<file path="src/sv/murmur3_32_stream_hash_assert.svh">
// ---------------------------------------------------------------------------
// Assertion macros for the MurmurHash3 stream hasher
// Implication checks, clocked and disabled in reset, that compile to nothing
// when NO_ASSERTIONS is set.
// ---------------------------------------------------------------------------
`ifndef MURMUR3_32_STREAM_HASH_ASSERT_SVH
`define MURMUR3_32_STREAM_HASH_ASSERT_SVH

`ifndef NO_ASSERTIONS
`define M3H_ASSERT_IMPL(lbl, clk, rst, ante, cons, msg) \
  lbl: assert property (@(posedge clk) disable iff (rst) (ante) |-> (cons)) else $error(msg);
`define M3H_ASSERT_NEXT(lbl, clk, rst, ante, cons, msg) \
  lbl: assert property (@(posedge clk) disable iff (rst) (ante) |=> (cons)) else $error(msg);
`else
`define M3H_ASSERT_IMPL(lbl, clk, rst, ante, cons, msg)
`define M3H_ASSERT_NEXT(lbl, clk, rst, ante, cons, msg)
`endif

`endif

</file>
<file path="src/sv/m3h_pkg.sv">
// ---------------------------------------------------------------------------
// m3h_pkg
// Constants, queue entry type and helpers shared by the hasher modules.
// ---------------------------------------------------------------------------
package m3h_pkg;

  localparam logic [31:0] MIX_C1  = 32'hcc9e2d51;
  localparam logic [31:0] MIX_C2  = 32'h1b873593;
  localparam logic [31:0] MIX_ADD = 32'he6546b64;
  localparam logic [31:0] FIN_C1  = 32'h85ebca6b;
  localparam logic [31:0] FIN_C2  = 32'hc2b2ae35;

  localparam int unsigned QUEUE_DEPTH = 4;

  localparam logic [2:0] FULL_COUNT = 3'd4;

  // scrambled word, effective byte count (0..4), end of message
  typedef struct packed {
    logic [31:0] k;
    logic [2:0]  count;
    logic        last;
  } entry_t;

  function automatic logic [31:0] rotl32(input logic [31:0] v, input int unsigned s);
    rotl32 = (v << s) | (v >> (32 - s));
  endfunction

endpackage

</file>
<file path="src/sv/m3h_channels.sv">
// ---------------------------------------------------------------------------
// Stream channels
// Valid/ready channels carrying input words and finished hashes.
// ---------------------------------------------------------------------------
interface hash_in_if;
  logic        valid;
  logic        ready;
  logic [31:0] data_word;
  logic [2:0]  byte_count;
  logic        last_item;

  modport source (output valid, data_word, byte_count, last_item, input ready);
  modport sink   (input valid, data_word, byte_count, last_item, output ready);
endinterface

interface hash_out_if;
  logic        valid;
  logic        ready;
  logic [31:0] hash_value;

  modport source (output valid, hash_value, input ready);
  modport sink   (input valid, hash_value, output ready);
endinterface

</file>
<file path="src/sv/m3h_front.sv">
// ---------------------------------------------------------------------------
// m3h_front
// Accepts words, masks tails, fixes the byte count and scrambles the word
// in a two-stage multiply pipeline feeding the queue.
// ---------------------------------------------------------------------------
module m3h_front (
  input  logic              clk,
  input  logic              rst,
  hash_in_if.sink           words,
  output logic              push_valid,
  input  logic              push_ready,
  output m3h_pkg::entry_t   push_entry
);

  logic        s1_valid;
  logic [31:0] s1_k;
  logic [2:0]  s1_count;
  logic        s1_last;
  logic        s2_valid;
  logic [31:0] s2_k;
  logic [2:0]  s2_count;
  logic        s2_last;

  logic        s1_free;
  logic        s2_free;
  logic [2:0]  eff_count;
  logic [31:0] masked;

  assign s2_free     = !s2_valid || push_ready;
  assign s1_free     = !s1_valid || s2_free;
  assign words.ready = s1_free;

  always_comb begin
    if (!words.last_item || words.byte_count >= m3h_pkg::FULL_COUNT) begin
      eff_count = m3h_pkg::FULL_COUNT;
    end else begin
      eff_count = words.byte_count;
    end
    case (eff_count)
      3'd0:    masked = 32'h0;
      3'd1:    masked = {24'h0, words.data_word[7:0]};
      3'd2:    masked = {16'h0, words.data_word[15:0]};
      3'd3:    masked = {8'h0, words.data_word[23:0]};
      default: masked = words.data_word;
    endcase
  end

  always_ff @(posedge clk) begin
    if (rst) begin
      s1_valid <= 1'b0;
      s2_valid <= 1'b0;
    end else begin
      if (s1_free) begin
        s1_valid <= words.valid;
      end
      if (s2_free) begin
        s2_valid <= s1_valid;
      end
    end
  end

  always_ff @(posedge clk) begin
    if (s1_free && words.valid) begin
      s1_k     <= 32'(masked * m3h_pkg::MIX_C1);
      s1_count <= eff_count;
      s1_last  <= words.last_item;
    end
    if (s2_free && s1_valid) begin
      s2_k     <= 32'(m3h_pkg::rotl32(s1_k, 15) * m3h_pkg::MIX_C2);
      s2_count <= s1_count;
      s2_last  <= s1_last;
    end
  end

  assign push_valid       = s2_valid;
  assign push_entry.k     = s2_k;
  assign push_entry.count = s2_count;
  assign push_entry.last  = s2_last;

endmodule

</file>
<file path="src/sv/m3h_queue.sv">
// ---------------------------------------------------------------------------
// m3h_queue
// Short FIFO of scrambled words between front and back.
// ---------------------------------------------------------------------------
module m3h_queue #(
  parameter int unsigned DEPTH = m3h_pkg::QUEUE_DEPTH
) (
  input  logic            clk,
  input  logic            rst,
  input  logic            push_valid,
  output logic            push_ready,
  input  m3h_pkg::entry_t push_entry,
  output logic            pop_valid,
  input  logic            pop_ready,
  output m3h_pkg::entry_t pop_entry
);

  localparam int unsigned PTR_W = (DEPTH > 1) ? $clog2(DEPTH) : 1;
  localparam int unsigned CNT_W = $clog2(DEPTH + 1);

  m3h_pkg::entry_t store [DEPTH];
  logic [PTR_W-1:0] wr_ptr;
  logic [PTR_W-1:0] rd_ptr;
  logic [CNT_W-1:0] count;
  logic             push;
  logic             pop;

  assign push_ready = count != CNT_W'(DEPTH);
  assign pop_valid  = count != '0;
  assign push       = push_valid && push_ready;
  assign pop        = pop_valid && pop_ready;
  assign pop_entry  = store[rd_ptr];

  always_ff @(posedge clk) begin
    if (push) begin
      store[wr_ptr] <= push_entry;
    end
  end

  always_ff @(posedge clk) begin
    if (rst) begin
      wr_ptr <= '0;
      rd_ptr <= '0;
      count  <= '0;
    end else begin
      if (push) begin
        wr_ptr <= (wr_ptr == PTR_W'(DEPTH - 1)) ? '0 : wr_ptr + 1'b1;
      end
      if (pop) begin
        rd_ptr <= (rd_ptr == PTR_W'(DEPTH - 1)) ? '0 : rd_ptr + 1'b1;
      end
      if (push && !pop) begin
        count <= count + 1'b1;
      end else if (pop && !push) begin
        count <= count - 1'b1;
      end
    end
  end

endmodule

</file>
<file path="src/sv/m3h_back.sv">
// ---------------------------------------------------------------------------
// m3h_back
// Holds the seed and running hash, mixes queued words and runs the
// finalizer (states ST_FIN0, ST_FIN1, ST_FIN2) into the output register.
// ---------------------------------------------------------------------------
`include "murmur3_32_stream_hash_assert.svh"

module m3h_back (
  input  logic            clk,
  input  logic            rst,
  input  logic            cfg_we,
  input  logic [31:0]     cfg_wdata,
  input  logic            pop_valid,
  output logic            pop_ready,
  input  m3h_pkg::entry_t pop_entry,
  hash_out_if.source      hashes
);

  typedef enum logic [1:0] {ST_RUN, ST_FIN0, ST_FIN1, ST_FIN2} state_t;

  state_t      state;
  logic [31:0] seed;
  logic [31:0] running_hash;
  logic [31:0] byte_length;
  logic        msg_start;
  logic [31:0] fin;
  logic        out_valid;
  logic [31:0] out_hash;

  logic        pop;
  logic        slot_free;
  logic [31:0] h_base;
  logic [31:0] len_base;
  logic [31:0] h_xor;
  logic [31:0] h_rot;
  logic [31:0] hash_next;
  logic [31:0] length_next;
  logic [31:0] x0;
  logic [31:0] x1;

  assign pop_ready = state == ST_RUN;
  assign pop       = pop_valid && pop_ready;
  assign slot_free = !out_valid || hashes.ready;

  always_comb begin
    h_base      = msg_start ? seed : running_hash;
    len_base    = msg_start ? 32'h0 : byte_length;
    h_xor       = h_base ^ pop_entry.k;
    h_rot       = m3h_pkg::rotl32(h_xor, 13);
    hash_next   = pop_entry.count[2] ? ((h_rot << 2) + h_rot + m3h_pkg::MIX_ADD) : h_xor;
    length_next = len_base + {29'h0, pop_entry.count};
    x0          = running_hash ^ byte_length;
    x1          = fin ^ (fin >> 13);
  end

  always_ff @(posedge clk) begin
    if (rst) begin
      state        <= ST_RUN;
      seed         <= 32'h0;
      running_hash <= 32'h0;
      byte_length  <= 32'h0;
      msg_start    <= 1'b1;
      out_valid    <= 1'b0;
    end else begin
      if (cfg_we) begin
        seed <= cfg_wdata;
      end
      if (state == ST_FIN2 && slot_free) begin
        out_valid <= 1'b1;
      end else if (hashes.ready) begin
        out_valid <= 1'b0;
      end
      case (state)
        ST_RUN: begin
          if (pop) begin
            running_hash <= hash_next;
            byte_length  <= length_next;
            msg_start    <= 1'b0;
            if (pop_entry.last) begin
              state <= ST_FIN0;
            end
          end
        end
        ST_FIN0: begin
          fin   <= 32'((x0 ^ (x0 >> 16)) * m3h_pkg::FIN_C1);
          state <= ST_FIN1;
        end
        ST_FIN1: begin
          fin   <= 32'(x1 * m3h_pkg::FIN_C2);
          state <= ST_FIN2;
        end
        ST_FIN2: begin
          if (slot_free) begin
            out_hash  <= fin ^ (fin >> 16);
            msg_start <= 1'b1;
            state     <= ST_RUN;
          end
        end
        default: begin
          state <= ST_RUN;
        end
      endcase
    end
  end

  assign hashes.valid      = out_valid;
  assign hashes.hash_value = out_hash;

  `M3H_ASSERT_IMPL(a_pop_in_run, clk, rst, pop, state == ST_RUN, "pop outside run state")
  `M3H_ASSERT_NEXT(a_last_fin, clk, rst, pop && pop_entry.last, state == ST_FIN0, "last not finalized")
  `M3H_ASSERT_NEXT(a_fin_seq, clk, rst, state == ST_FIN0, state == ST_FIN1, "finalizer out of order")
  `M3H_ASSERT_NEXT(a_emit, clk, rst, state == ST_FIN2 && slot_free, out_valid && msg_start && state == ST_RUN, "hash not emitted")

endmodule

</file>
<file path="src/sv/murmur3_32_stream_hash.sv">
// ---------------------------------------------------------------------------
// murmur3_32_stream_hash
// MurmurHash3 x86_32 over a stream of little-endian words with seed register.
// ---------------------------------------------------------------------------
// Path from last word accepted to hash valid: 2 scramble stages (s1, s2), the
// queue, then the finalizer states ST_FIN0..ST_FIN2 in the back end.
// Throughput: one word per cycle while the queue has room; the back end stops
// popping while it finalizes a message; the queue absorbs short bursts.
// Reset: seed and running state cleared, queue and pipeline emptied; no sweep.
module murmur3_32_stream_hash #(
  parameter int unsigned QUEUE_DEPTH = m3h_pkg::QUEUE_DEPTH
) (
  input  logic        clk,
  input  logic        rst,
  input  logic        cfg_we,
  input  logic [31:0] cfg_wdata,
  hash_in_if.sink     words,
  hash_out_if.source  hashes
);

  logic            push_valid;
  logic            push_ready;
  m3h_pkg::entry_t push_entry;
  logic            pop_valid;
  logic            pop_ready;
  m3h_pkg::entry_t pop_entry;

  m3h_front u_front (
    .clk        (clk),
    .rst        (rst),
    .words      (words),
    .push_valid (push_valid),
    .push_ready (push_ready),
    .push_entry (push_entry)
  );

  m3h_queue #(
    .DEPTH (QUEUE_DEPTH)
  ) u_queue (
    .clk        (clk),
    .rst        (rst),
    .push_valid (push_valid),
    .push_ready (push_ready),
    .push_entry (push_entry),
    .pop_valid  (pop_valid),
    .pop_ready  (pop_ready),
    .pop_entry  (pop_entry)
  );

  m3h_back u_back (
    .clk       (clk),
    .rst       (rst),
    .cfg_we    (cfg_we),
    .cfg_wdata (cfg_wdata),
    .pop_valid (pop_valid),
    .pop_ready (pop_ready),
    .pop_entry (pop_entry),
    .hashes    (hashes)
  );

endmodule

</file>
<file path="src/flat_wrapper.sv">
// flat-port wrapper written by rule: the top's interface ports become plain ports
module murmur3_32_stream_hash_flat 
#(
  parameter int unsigned QUEUE_DEPTH = m3h_pkg::QUEUE_DEPTH
)
  (clk, rst, cfg_we, cfg_wdata, words_valid, words_data_word, words_byte_count, words_last_item, words_ready, hashes_valid, hashes_hash_value, hashes_ready);
  hash_in_if words_i ();
  hash_out_if hashes_i ();
  input  logic clk;
  input  logic rst;
  input  logic cfg_we;
  input  logic [31:0] cfg_wdata;
  input wire logic [$bits(words_i.valid)-1:0] words_valid;
  input wire logic [$bits(words_i.data_word)-1:0] words_data_word;
  input wire logic [$bits(words_i.byte_count)-1:0] words_byte_count;
  input wire logic [$bits(words_i.last_item)-1:0] words_last_item;
  output wire logic [$bits(words_i.ready)-1:0] words_ready;
  output wire logic [$bits(hashes_i.valid)-1:0] hashes_valid;
  output wire logic [$bits(hashes_i.hash_value)-1:0] hashes_hash_value;
  input wire logic [$bits(hashes_i.ready)-1:0] hashes_ready;
  assign words_i.valid = words_valid;
  assign words_i.data_word = words_data_word;
  assign words_i.byte_count = words_byte_count;
  assign words_i.last_item = words_last_item;
  assign words_ready = words_i.ready;
  assign hashes_valid = hashes_i.valid;
  assign hashes_hash_value = hashes_i.hash_value;
  assign hashes_i.ready = hashes_ready;
  murmur3_32_stream_hash #(.QUEUE_DEPTH(QUEUE_DEPTH)) u_core (.clk(clk), .rst(rst), .cfg_we(cfg_we), .cfg_wdata(cfg_wdata), .words(words_i), .hashes(hashes_i));
endmodule
</file>
<file path="config.mk">
export PLATFORM = sky130hd
export DESIGN_NAME = murmur3_32_stream_hash_flat
export DESIGN_NICKNAME = d
export VERILOG_FILES = /design/src/sv/m3h_pkg.sv /design/src/sv/m3h_channels.sv /design/src/sv/m3h_front.sv /design/src/sv/m3h_queue.sv /design/src/sv/m3h_back.sv /design/src/sv/murmur3_32_stream_hash.sv /design/src/flat_wrapper.sv
export VERILOG_INCLUDE_DIRS = /design/src /design/src/sv
export SDC_FILE = /design/constraint.sdc
export NUM_CORES = 2
export LEC_CHECK = 0
export BUFFER_PORTS_ARGS = -buffer_cell sky130_fd_sc_hd__clkbuf_2
export CORE_MARGIN = 2
export CORE_UTILIZATION = 45
export CTS_CLUSTER_SIZE = 30
export DETAILED_ROUTE_END_ITERATION = 6
export GPL_TIMING_DRIVEN = 0
export HOLD_SLACK_MARGIN = 0.15
export PLACE_DENSITY = 0.63
export SETUP_SLACK_MARGIN = 0.3
export SLEW_MARGIN = 20
export SYNTH_ARGS = -nofsm -noshare
export SYNTH_HDL_FRONTEND = slang
export SYNTH_SLANG_ARGS = --single-unit
export TNS_END_PERCENT = 50
</file>
<file path="constraint.sdc">
create_clock -name clk -period 11.85 [get_ports clk]
set_clock_uncertainty 0.15 [all_clocks]
set_input_delay 2.37 -clock clk [delete_from_list [all_inputs] [get_ports clk]]
set_output_delay 2.37 -clock clk [all_outputs]
set_load 0.05 [all_outputs]
</file>
## After elaboration in Yosys (flattened, before gate mapping)

Memory sizes are Yosys's and may differ from the RTL's. A register that Yosys moved wholly into a read port is not among the register bits.
Index checks and enable logic that the tools add are counted.

- Flip-flop bits (word level): 245
- Memories: 1
- Bits in writable memories: 144
- Word-level logic and storage cells: 104
- Input port bits: 73

Memory list:

| memory | depth | bits a word | read ports | clocked after memory_dff | wr ports | line | text |
|---|---|---|---|---|---|---|---|
| u_core.u_queue.store | 4 | 36 | 1 | 1 | 1 | m3h_queue.sv:21 | `m3h_pkg::entry_t store [DEPTH];` |

- Add/sub/neg operators: 7
- $mul: 4
- Reductions and logical operators: 29
- Bitwise operators: 8
- $lt $le $gt $ge: 1
- Eq/ne operators: 12
- Multiplexer cells: 23

Operator list:

| cell | number |
|---|---|
| $pmux 32 s4 | 1 |
| $mux 32 | 3 |
| $mul 32x31->32 const B | 2 |
| $pmux 32 s2 | 1 |
| $xor 32x16->32 | 2 |
| $xor 32x32->32 | 2 |
| $add 32x3->32 | 1 |
| $add 32x32->32 | 1 |
| $add 32x32->32 const B | 1 |
| $mul 32x29->32 const B | 1 |
| $mul 32x32->32 const B | 1 |
| $or 32x13->32 | 1 |
| $or 32x15->32 | 1 |
| $xor 32x19->32 | 1 |
| $mux 2 | 7 |
| $mux 3 | 3 |
| $reduce_and 3->1 | 3 |
| $eq 2x2->1 const B | 4 |
| $pmux 2 s4 | 1 |
| $reduce_bool 2->1 | 4 |
| $logic_and 1x1->1 | 7 |
| $eq 3x2->1 const B | 2 |
| $logic_not 1->1 | 6 |
| $mux 1 | 6 |
| other kinds (16) | 22 |

## Depth between registers and ports, before layout

- Depth after elaboration: 6
- Gate-level depth with buffers: 28

## Cells and area by module

From an unflattened synthesis, not the netlist that was laid out.

- Cells, all modules: 4,885
- Area, all modules: 51,795.9 um^2

By module, submodules not included:

| module | area an instance (um^2) | cells an instance | instances | sequential area each (um^2) |
|---|---|---|---|---|
| m3h_back | 27,694.1 | 2,903 | 1 | 3,923.8 |
| m3h_front | 18,438.9 | 1,746 | 1 | 2,202.1 |
| m3h_queue | 5,662.9 | 236 | 1 | 4,504.3 |

## Least setup slack after synthesis

OpenSTA, ideal clock, no wires.

- Path kind: input to register
- From: in words_byte_count[2]
- To: reg u_core.u_front.s1_k[31] (data pin)
- Library setup time: 260 ps
- Data arrival time: 8,882 ps
- Path slack: 2,558 ps
- Stages on the path: 25
- Path buffers: 0
- Data required time: 11,440 ps
- Path through: nand2b_1 > nand2b_1 > nor2_1 > nor2b_1 > ha_1 > xor2_1 > ha_1 > a21o_1 > fa_1 > fa_1 > fa_1 > inv_1 > fa_1 > inv_1 > fa_1 > ha_1 > ha_1 > a21o_1 > a21oi_1 > o221ai_1 > or3_1 > o311ai_1 > nand3_1 > o41a_1 > xnor2_1

- Longest elaborated chain between the ends: 6
- Elaborated cells between the ends (all ways): 9
- Those cells by class: 1 x mul; 1 x order compare; 3 x eq/ne; 2 x mux; 2 x reduce/logical

RTL lines:

| element | line | text |
|---|---|---|
| start: declaration | flat_wrapper.sv:15 | `input wire logic [$bits(words_i.byte_count)-1:0] words_byte_count;` |
| $ge 3x3->1 | m3h_front.sv:34 | `if (!words.last_item \|\| words.byte_count >= m3h_pkg::FULL_COUNT) begin` |
| $logic_or 1x1->1 | m3h_front.sv:34 |  |
| $mux 3 (*) | m3h_front.sv:34 |  |
| $eq 3x2->1 (tied with other cells) | m3h_front.sv:39 | `case (eff_count)` |
| $pmux 32 s4 (*) | m3h_front.sv:39 |  |
| $mul 32x31->32 (*) | m3h_front.sv:64 | `s1_k <= 32'(masked * m3h_pkg::MIX_C1);` |
| end signal: assignment | m3h_front.sv:64 |  |
| end: declaration | m3h_front.sv:16 | `logic [31:0] s1_k;` |

Every way passes the cells marked *; elsewhere a longest branch is shown, timed or not.
A chain may end at the register's enable or synchronous reset.

## Worst setup path in the final report

Same ends and word-level chain as after synthesis.

==> results.toml <==
[grt]
grt_max_degree = 27
grt_pass1_vias = 34900
groute.usage.overall = 0.227
antenna_found_initial = 1
overflow = 0
grt_pass1_wl_um = 201000

[setup_path]
crit_top_cell = "ha_1"
reg2reg_slack_ps = 3150
worstPathBufferInverterCount = 1
rr_worst_depth = 26
r2r_end = "u_core.u_back.fin[31]$_DFFE_PP_"
critPathArrivalTime_ps = 10440
critical_path_class = "input pin to register"
r2r-start = "u_core.u_back.byte_length[21]$_SDFFE_PP0P_"
crit_slowest_cell = "nor2_2"
critPathCapture = "u_core.u_front.s1_k[31]$_DFFE_PP_"
cp.depth = 24
crit_family = "adder cells"
cpPeakStageDelay_ps = 710
required_ps = 12050
cp-end-kind = "register"
crit_fanout = 10
critPathLaunchType = "input pin"
cp-startpoint = "words_byte_count[2]"
path_cells = "clkbuf_2, nand2b_1, nand2b_1, nor2_2, nor2b_1, ha_1, xor2_1, ha_1, a21o_1, fa_1, fa_1, fa_1, ha_1, fa_1, ha_1, ha_1, a21o_1, a211oi_1, o221ai_1, or3_1, o311ai_1, nand3_1, o41a_1, xnor2_1"

[drt]
routed_wl_um = 129000
vias = 33000
drt_first_iter_violations = 2090
drtAntennaViolNets = 0
vias_per_cell = 5.10
route.detailed.drc = 0
wire_per_inst_um = 19.9
drt_pass1_iterations = 5

[yosys]
ys_seq_area_frac = 0.208
synth_edf_count = 280
synth_commonest_cells = "1,261 x inv_1, 838 x ha_1, 728 x fa_1"
synthDistinctLibCells = 87
yosysMostFrequentCell = "inv_1"
syn_area_mm2 = 0.0512
synth_nets = 6409
synth_top_area_frac = 0.285
avgSynthCellArea_um2 = 10.7
yosys_warnings = 0
ys_ff_latch = 391
synthCells = 4770
synth-async-reset-ratio = 0
synthFlopType = "edfxtp_1"
yosys-top-cells-area = "fa_1 28%, ha_1 20%, edfxtp_1 16%, inv_1 9.2%, xnor2_1 4.3%"
synth_top_area_cell = "fa_1"

[clocking]
cts_buffer_depth = 3
clock-sinks = 391
root_buffer = "clkbuf_16"
worstSkewPairLatency_ps = 630
cts.htree.levels = 2
post_cts_buffers = 0
ctsHoldBuffers = 0
numCtsBuffers = 45
cts.repair.resized = 0
cts_tree = "built"
cts.clk_slew.worst_paths_ps = 60

[cells_and_area]
drive_gt1_frac = 0.0598
syn_to_final_growth_pct = 8.26
fill_cells = 10400
final_nets = 6570

[timing]
tightest_slew_ps = 1210
slew_headroom = 0.184
report.final.setup_viol = 0
tns_ps = 0
grt_setup_unrepaired = "no"
period_share = 0.864
finalHoldViolCount = 0
hold_slack_ps = 270
finalMaxSlewViolations = 0
fmax_ghz = 0.0977
period_minus_slack_ps = 10240

[placement]
portBuffers = 104
dp_hpwl_um = 110000
gp_congestion = 0.956

[floorplanning]
die_h_um = 341
start_util = 0.454
io-pin-count = 107
fp.dieW_um = 341
rows = 123
design.core.area_mm2 = 0.113
dieArea_mm2 = 0.116

[worst_hold_path]
hp-class = "register to register"

[outcome]
status = "finished clean"

[job]
maxCapViolations = 0
[per-layer routing]
| layer | track usage | wire length (µm) |
|---|---|---|
| met5 | 0 | 0 |
| met4 | 0.0666 | 4150 |
| met3 | 0.0299 | 7160 |
| met2 | 0.390 | 62800 |
| met1 | 0.300 | 54600 |
[flip-flops by register name (all words and copies together) (netlist names), 3 cells and up, named ones only]
signal                           count
u_core.u_queue.store               144
u_core.u_queue.count                 3
u_core.u_front.s1_k                 32
u_core.u_back.running_hash          32
u_core.u_back.fin                   32
u_core.u_front.s2_k                 32
u_core.u_back.byte_length           32
u_core.u_back.hashes.hash_value     32
u_core.u_front.s2_count              3
u_core.u_back.seed                  32
u_core.u_front.s1_count              3
[worst reg2reg max path: stages, from the launching register on]
cell       delay (ps)
dfxtp_1           400
xor2_1            460
inv_1             160
xnor2_1           670
inv_1             440
fa_1              630
inv_1              60
fa_1              420
fa_1              550
inv_1              40
ha_1              170
inv_1              60
fa_1              440
fa_1              570
fa_1              430
fa_1              490
inv_1              40
ha_1              330
a21o_1            190
a21o_1            160
a21o_1            180
a21oi_1           220
a21bo_2           270
a2111oi_2         410
o31ai_1           140
xnor2_1           210
mux2i_1           110
[metrics by stage]
step	instance area, µm²	setup slack [ps]	util	instances
floorplan	51200	2560	-	4770
global placement	53600	728	0.476	6374
detailed placement	53900	959	0.479	6384
CTS	55400	1630	0.492	6468
global route	55400	1230	0.492	6468
finish	55400	1610	0.492	6470
[cells by family (layout without fill, tap and decap cells)]
| family | Yosys count | in the layout | synth area share |
|---|---|---|---|
| muxes | 118 | 118 | 0.0318 |
| adders and majority gates | 1566 | 1566 | 0.490 |
| other | 0 | 2 | 0 |
| AOI/OAI and AO/OA | 438 | 438 | 0.0564 |
| and+or+nand+nor | 543 | 543 | 0.0491 |
| DFF | 391 | 391 | 0.208 |
| buffers and inverters | 1322 | 1520 | 0.0984 |
| xor gates and xnor gates | 392 | 392 | 0.0671 |
[placed cells by master (no fill, tap or decap), types with 45 or more instances in the layout]
| cell | n |
|---|---|
| a21o_1 | 62 |
| a21oi_1 | 115 |
| clkbuf_16 | 45 |
| clkbuf_2 | 105 |
| dfxtp_1 | 111 |
| edfxtp_1 | 280 |
| fa_1 | 728 |
| ha_1 | 838 |
| inv_1 | 1261 |
| mux2i_1 | 78 |
| nand2_1 | 134 |
| nor2_1 | 208 |
| o21ai_0 | 74 |
| xnor2_1 | 244 |
| xor2_1 | 136 |
[worst min path at each step]
stage                                         startpoint                                    to  slack (ps)  depth (start not counted)
finish                  u_core.u_front.s1_last$_DFFE_PP_      u_core.u_front.s2_last$_DFFE_PP_         270                          0
global route            u_core.u_front.s1_last$_DFFE_PP_      u_core.u_front.s2_last$_DFFE_PP_         280                          0
CTS                     u_core.u_front.s1_last$_DFFE_PP_      u_core.u_front.s2_last$_DFFE_PP_         270                          0
detailed placement      u_core.u_front.s1_last$_DFFE_PP_      u_core.u_front.s2_last$_DFFE_PP_         260                          0
global placement    u_core.u_front.s1_count[0]$_DFFE_PP_  u_core.u_front.s2_count[0]$_DFFE_PP_         250                          0
floorplan           u_core.u_front.s1_count[0]$_DFFE_PP_  u_core.u_front.s2_count[0]$_DFFE_PP_         250                          0
[layout make-up]
class	instances	area, µm²	share of cell area
Antenna cell	2	5.00	0.0000903
Buffer	59	295	0.00533
Clock buffer	50	1150	0.0207
Clock inverter	34	333	0.00601
Inverter	1263	4740	0.0856
Multi-Input combinational cell	3057	35700	0.644
Sequential cell	391	10600	0.192
Tap cell	1500	1880	0.0339
Timing Repair Buffer	114	722	0.0130
Power is left out: the tool's default activity adds up to more than one toggle a clock period on the data nets, which glitch-free logic cannot reach.
